**config.mk**
```make
export PLATFORM = sky130hd
export DESIGN_NAME = sorted_min_priority_queue
export DESIGN_NICKNAME = d
export VERILOG_FILES = /design/src/hw/rtl/spq_pkg.sv /design/src/hw/rtl/spq_cell.sv /design/src/hw/rtl/sorted_min_priority_queue.sv
export SDC_FILE = /design/constraint.sdc
export NUM_CORES = 2
export LEC_CHECK = 0
export BUFFER_PORTS_ARGS = -buffer_cell sky130_fd_sc_hd__buf_2
export CORE_AREA = 2 2 303 305
export CTS_BUF_LIST = sky130_fd_sc_hd__clkbuf_4 sky130_fd_sc_hd__clkbuf_8
export CTS_CLUSTER_SIZE = 8
export DETAILED_ROUTE_END_ITERATION = 10
export DIE_AREA = 0 0 305 307
export PLACE_DENSITY = 0.62
export SYNTH_ARGS = -nofsm -noshare
export SYNTH_HDL_FRONTEND = slang
export SYNTH_SLANG_ARGS = --single-unit
export TNS_END_PERCENT = 10
```
**constraint.sdc**
```tcl
create_clock -name clk -period 4.9 [get_ports clk]
set_input_delay 0.49 -clock clk [delete_from_list [all_inputs] [get_ports clk]]
set_output_delay 0.49 -clock clk [all_outputs]
set_load 0.05 [all_outputs]
```
**src/hw/rtl/spq_pkg.sv**
```systemverilog
// Shared constants, codes and types for the sorted minimum priority queue.
`timescale 1ns / 1ps
`default_nettype none
package spq_pkg;

  localparam int DEPTH = 16;
  localparam int KEY_W = 32;
  localparam int CAP_W = 5;
  localparam int CNT_W = 5;
  localparam int OCC_W = $clog2(DEPTH + 1);
  localparam int LIM_W = (OCC_W > CAP_W) ? OCC_W : CAP_W;

  localparam logic [CAP_W-1:0] CAP_RESET = CAP_W'(16);
  localparam logic signed [KEY_W-1:0] KEY_NONE = -KEY_W'(1);

  typedef enum logic [1:0] {
    OP_INSERT = 2'd0,
    OP_REMOVE = 2'd1,
    OP_PEEK   = 2'd2
  } op_t;

  typedef enum logic [1:0] {
    ST_OK    = 2'd0,
    ST_FULL  = 2'd1,
    ST_EMPTY = 2'd2
  } st_t;

  typedef struct packed {
    logic                    ins;
    logic                    rem;
    logic signed [KEY_W-1:0] new_key;
  } cell_cmd_t;

endpackage
`default_nettype wire

```
**src/hw/rtl/spq_cell.sv**
```systemverilog
// One storage cell of the sorted key chain.
`timescale 1ns / 1ps
`default_nettype none
module spq_cell
  import spq_pkg::*;
(
  input  wire logic                    clk,
  input  wire cell_cmd_t               cmd,
  input  wire logic                    valid,
  input  wire logic signed [KEY_W-1:0] left_key,
  input  wire logic                    left_gt,
  input  wire logic signed [KEY_W-1:0] right_key,
  output logic signed [KEY_W-1:0]      key,
  output logic                         gt
);

  logic signed [KEY_W-1:0] key_next;

  assign gt = valid && (key > cmd.new_key);

  always_comb begin
    key_next = key;
    if (cmd.ins) begin
      if (left_gt) begin
        key_next = left_key;
      end else if (gt || !valid) begin
        key_next = cmd.new_key;
      end
    end else if (cmd.rem) begin
      key_next = right_key;
    end
  end

  always_ff @(posedge clk) begin
    key <= key_next;
  end

endmodule
`default_nettype wire

```
**src/hw/rtl/sorted_min_priority_queue.sv**
```systemverilog
// Top level of the sorted minimum priority queue.
`timescale 1ns / 1ps
`default_nettype none
// Keeps up to DEPTH signed keys in a row of cells sorted ascending, smallest
// in cell 0. Each input item is an insert, remove-minimum or peek-minimum and
// yields one result item (key, status, count) registered in the cycle after the
// item is accepted. The new key is broadcast to every cell, each cell compares
// it with its own key, and the row shifts right (insert) or left (remove) in
// that same cycle, so one item is taken every cycle; only a stalled result
// that is still held stops the input. Equal keys leave in arrival order.
// The user writes capacity through its own port only while the queue is idle;
// the block does not enforce this. It is limited to DEPTH and resets to 16.
module sorted_min_priority_queue
  import spq_pkg::*;
(
  input  wire logic                    clk,
  input  wire logic                    rst,
  input  wire logic                    in_valid,
  output logic                         in_stall,
  input  wire logic [1:0]              opcode,
  input  wire logic signed [KEY_W-1:0] key,
  output logic                         out_valid,
  input  wire logic                    out_stall,
  output logic signed [KEY_W-1:0]      result_key,
  output logic [1:0]                   status,
  output logic [CNT_W-1:0]             count,
  input  wire logic                    cfg_valid,
  output logic                         cfg_ready,
  input  wire logic [CAP_W-1:0]        capacity
);

  logic [CAP_W-1:0]        cap;
  logic [OCC_W-1:0]        occ;
  logic [OCC_W-1:0]        occ_next;
  logic                    accept;
  logic                    full;
  logic                    empty;
  logic [LIM_W-1:0]        cap_ext;
  logic [LIM_W-1:0]        limit;
  logic [LIM_W-1:0]        occ_ext;
  cell_cmd_t               cmd;
  logic signed [KEY_W-1:0] res_next;
  st_t                     st_next;
  logic                    out_valid_next;

  logic signed [KEY_W-1:0] cell_key [DEPTH];
  logic                    cell_gt [DEPTH];
  logic                    cell_valid [DEPTH];

  assign cfg_ready = 1'b1;
  assign in_stall  = out_valid && out_stall;
  assign accept    = in_valid && !in_stall;

  assign cap_ext = LIM_W'(cap);
  assign limit   = (cap_ext < LIM_W'(DEPTH)) ? cap_ext : LIM_W'(DEPTH);
  assign full    = LIM_W'(occ) >= limit;
  assign empty   = (occ == '0);

  always_comb begin
    cmd.ins     = 1'b0;
    cmd.rem     = 1'b0;
    cmd.new_key = key;
    res_next    = '0;
    st_next     = ST_OK;
    occ_next    = occ;
    unique case (opcode)
      OP_INSERT: begin
        if (full) begin
          st_next = ST_FULL;
        end else begin
          cmd.ins  = accept;
          occ_next = occ + OCC_W'(1);
        end
      end
      OP_REMOVE: begin
        if (empty) begin
          st_next  = ST_EMPTY;
          res_next = KEY_NONE;
        end else begin
          cmd.rem  = accept;
          res_next = cell_key[0];
          occ_next = occ - OCC_W'(1);
        end
      end
      OP_PEEK: begin
        if (empty) begin
          st_next  = ST_EMPTY;
          res_next = KEY_NONE;
        end else begin
          res_next = cell_key[0];
        end
      end
      default: begin
      end
    endcase
  end

  assign occ_ext = LIM_W'(occ_next);

  for (genvar i = 0; i < DEPTH; i++) begin : g_cell
    logic signed [KEY_W-1:0] left_key;
    logic                    left_gt;
    logic signed [KEY_W-1:0] right_key;

    assign cell_valid[i] = (occ > OCC_W'(i));

    if (i == 0) begin : g_first
      assign left_key = '0;
      assign left_gt  = 1'b0;
    end else begin : g_mid
      assign left_key = cell_key[i-1];
      assign left_gt  = cell_gt[i-1];
    end

    if (i == DEPTH - 1) begin : g_last
      assign right_key = cell_key[i];
    end else begin : g_inner
      assign right_key = cell_key[i+1];
    end

    spq_cell u_cell (
      .clk       (clk),
      .cmd       (cmd),
      .valid     (cell_valid[i]),
      .left_key  (left_key),
      .left_gt   (left_gt),
      .right_key (right_key),
      .key       (cell_key[i]),
      .gt        (cell_gt[i])
    );
  end

  always_comb begin
    if (accept) begin
      out_valid_next = 1'b1;
    end else if (out_stall) begin
      out_valid_next = out_valid;
    end else begin
      out_valid_next = 1'b0;
    end
  end

  always_ff @(posedge clk) begin
    if (rst) begin
      cap       <= CAP_RESET;
      occ       <= '0;
      out_valid <= 1'b0;
    end else begin
      if (cfg_valid && cfg_ready) begin
        cap <= capacity;
      end
      if (accept) begin
        occ <= occ_next;
      end
      out_valid <= out_valid_next;
    end
  end

  always_ff @(posedge clk) begin
    if (accept) begin
      result_key <= res_next;
      status     <= st_next;
      count      <= occ_ext[CNT_W-1:0];
    end
  end

endmodule
`default_nettype wire

```
==> metrics.md <==
| Metric | Value |
|---|---|
| Run status | finished clean |
| Total die area | 93640 um2 |
| DR pass1 iterations | 5 |
| PD cells | 302.4 nW/um2 |
| Pre-CTS setup slack | 0.007114 ns |
| Pin count of the biggest net entering global routing | 163 |
| Number of global-route vias before repair | 30172 |
| # setup viols final | 0 |
| Reg power frac | 44.7% |
| WL/cell | 21.11 um |
| Area Growth Syn to Fin | 11.71% |
| Row count | 111 |
| CP Class | in2reg |
| First-pass GRT wire length | 175.8 mm |
| Sequential cell area fraction in the yosys report | 42.52% |
| Final WS setup | 0.7867 ns |
| F_max | 243.1 MHz |
| RSZ-0062 raised after global routing | no |
| Syn Area/Cell | 9.962 um2 |
| Final hold slack | 0.09300 ns |
| P_leak | 18.46 nW |
| Fraction of layout cells with a size suffix above 1 | 11.42% |
| Switching Share | 32.10% |
| RD Place Congestion | 0.9435 |
| Total GRT Usage | 23.74% |
| Number of synthesis warnings | 0 |
| Maxcap violations | 0 |
| Gate power share | 23.0% |
| Floorplan Core Area | 90690 um2 |
| Post-route antenna net violation count | 0 |
| P_sw | 0.004276 W |
| Data arrival time of the critical path | 4.49 ns |
| Post-route setup TNS | 0 ns |
| Starting Density | 43.48% |
| Io pins | 86 |
| DRC | 0 |
| Number of enable flip-flop cells after synthesis | 551 |
| Clock-pin slew on the worst setup and hold paths | 0.05 ns |
| Crit end category | register |
| Post-synthesis cell count | 3958 |
| Reg2Reg Setup Slack | 0.86 ns |
| Max-slew violations | 0 |
| Slew headroom | 28.33% |
| CTS resizes | 0 |
| Hold_sp | rst |
| Multi-input gate area | 21610 um2 |
| Synth area leader | edfxtp_1 |
| CTS Buffer Depth | 3 |
| Drt total wl | 113.0 mm |
| Fillcell total | 8405 |
| Crit path max fanout | 23 |
| Vias per std cell | 5.746 |
| Worst skew pair latency | 0.73 ns |
| Root Buffer | clkbuf_8 |
| Initial DRC count | 2542 |
| Synth Cell Area | 39430 um2 |
| Crit path time final | 4.113 ns |
| CP Launch Type | input pin |
| IO buf count | 84 |
| Peak supply drop | 170.1 uV |
| Asr flop ratio synth | 0% |
| H-tree levels | 3 |
| Sequential cell area | 16770 um2 |
| CTS tree | built |
| Yosys cell types | 67 |
| R2R Path Start | g_cell[1].u_cell.key[10] |
| Tightest Hold Check Type | in2reg |
| Syn Nets | 4527 |
| Yosys reg bits | 562 |
| Die width | 305 um |
| Setup bufs post-CTS | 0 |
| Routed vias | 30759 |
| Final hold viol count | 0 |
| Grt total ovfl | 0 |
| Sink Count | 562 |
| P_int | 0.009043 W |
| Yosys top cell area share | 41.96% |
| Final nets | 4647 |
| CP Launch Point | key[10] |
| Die Ht | 307 um |
| Initial antenna violation count | 8 |
| Dominant cells by area after synthesis | edfxtp_1, ha_1, a21oi_1, mux2i_1, nor2_1 |
| Worst Max-Slew Pin Slew | 1.075 ns |
| Final Skew | 0.03165 ns |
| Num CTS Buffers | 100 |
| Hpwl dp | 86.10 mm |
| Tcrit/Tclk final | 83.95% |
| Clk pwr share | 32.3% |
| Top FF cell, synth | edfxtp_1 |
| CP required | 5.28 ns |
per-layer routing:
metal  track usage (%)  up-vias  wire length, um
met1             32.14    14498            51050
met5                 0        -               13
met2             38.97      935            52160
li1                  -    15125                -
met4             8.473        2             3624
met3             3.143      199             6152
area by class of cell:
type                            instances  area share (%)
Clock buffer                          133           3.801
Clock inverter                         49          0.5113
Sequential cell                       562           38.07
Inverter                               80          0.6818
Tap cell                             1186           3.369
Timing Repair Buffer                  242           4.449
Antenna cell                            9         0.05113
Multi-Input combinational cell       3092           49.07
Yosys cell counts, types with 5 or more instances:
| cell | n |
|---|---|
| a21oi_1 | 758 |
| edfxtp_1 | 551 |
| ha_1 | 525 |
| nor2_1 | 515 |
| mux2i_1 | 288 |
| nand2_1 | 281 |
| a21o_1 | 139 |
| clkbuf_1 | 122 |
| o21ai_0 | 108 |
| nand4_1 | 103 |
| inv_1 | 80 |
| buf_2 | 56 |
| nand3_1 | 39 |
| o21a_1 | 37 |
| o211ai_1 | 28 |
| mux2_2 | 27 |
| nor4_1 | 24 |
| buf_4 | 22 |
| nand2b_1 | 19 |
| nor2b_1 | 19 |
| buf_1 | 17 |
| or2_2 | 17 |
| a211oi_1 | 14 |
| a221oi_1 | 13 |
| nor3_1 | 13 |
| a31oi_1 | 12 |
| dfxtp_1 | 11 |
| and4_1 | 10 |
| o2111ai_1 | 10 |
| o221ai_1 | 8 |
| a41oi_1 | 7 |
| buf_6 | 7 |
| nand4b_1 | 6 |
| o31ai_1 | 6 |
| mux2_1 | 5 |
kinds of logic after synthesis:
family	after synthesis	synth area share, %
AO/OA/AOI/OAI	1171	16.96
AND/OR/NAND/NOR	1069	11.97
multiplexers	323	8.397
buffers and inverters	304	3.415
XOR/XNOR	3	0.06665
flip-flops	562	42.52
other	1	0.009511
adder cells (fa/ha/maj)	525	16.66
flip-flops by register name, summed over array words and instances, names as in the netlist:
signal	count
count	5
result_key	32
cap	5
out_valid	1
g_cell.u_cell.key	512
status	2
occ	5
final timing paths:
kind	depth (start not counted)	to
setup reg to reg	9	g_cell[2].u_cell.key[9]
hold / removal	2	cap[0]
setup / recovery	11	g_cell[2].u_cell.key[9]
hold reg to reg	2	cap[1]
worst max-delay path, stage by stage:
cell and delay (ns):
buf_2 0.32, inv_1 0.33, ha_1 0.41, nand4_1 0.19, nor4_1 0.76, o21ai_0 0.27
o211ai_1 0.30, a211oi_1 0.22, or2_2 0.51, a41oi_4 0.28, buf_4 0.37
per-stage QoR:
stage	instances	power, W	cell area, um2	util [%]
finish	5353	0.01332	44040	48.57
global route	5353	0.01397	44040	48.57
CTS	5344	0.01340	44020	48.54
detailed placement	5156	0.009074	42060	46.38
global placement	5156	0.009014	42060	46.38
floorplan	3958	0.008112	39430	-
power groups by stage:
stage	clock network (W)	logic, W	registers [W]
2_1_floorplan	0	0.00204	0.00608
6_report	0.00431	0.00306	0.00595
3_3_place_gp	0	0.00298	0.00603
4_1_cts	0.00441	0.00305	0.00594
5_1_grt	0.00461	0.00339	0.00598
3_5_place_dp	0	0.00303	0.00604
cell usage in the layout, fill, tap and decap left out, types with 26 or more instances in the layout:
cell type | Yosys | routed
a21oi_1 | 758 | 756
mux2_2 | 27 | 28
buf_4 | 22 | 125
buf_12 | 0 | 27
nor2_1 | 515 | 508
clkbuf_8 | 0 | 108
o21ai_0 | 108 | 108
inv_1 | 80 | 80
mux2i_1 | 288 | 288
nand4_1 | 103 | 103
a21o_1 | 139 | 139
nand3_1 | 39 | 39
buf_2 | 56 | 84
clkinv_1 | 0 | 26
edfxtp_1 | 551 | 551
ha_1 | 525 | 525
nand2_1 | 281 | 280
o211ai_1 | 28 | 28
o21a_1 | 37 | 37
what timing repair did:
item / CTS / global route
setup endpoints to repair: 0 / 0
hold buffers: 6 / 0
endpoints found under the hold margin: 6 / 0
(Power assumes the default switching activity.)
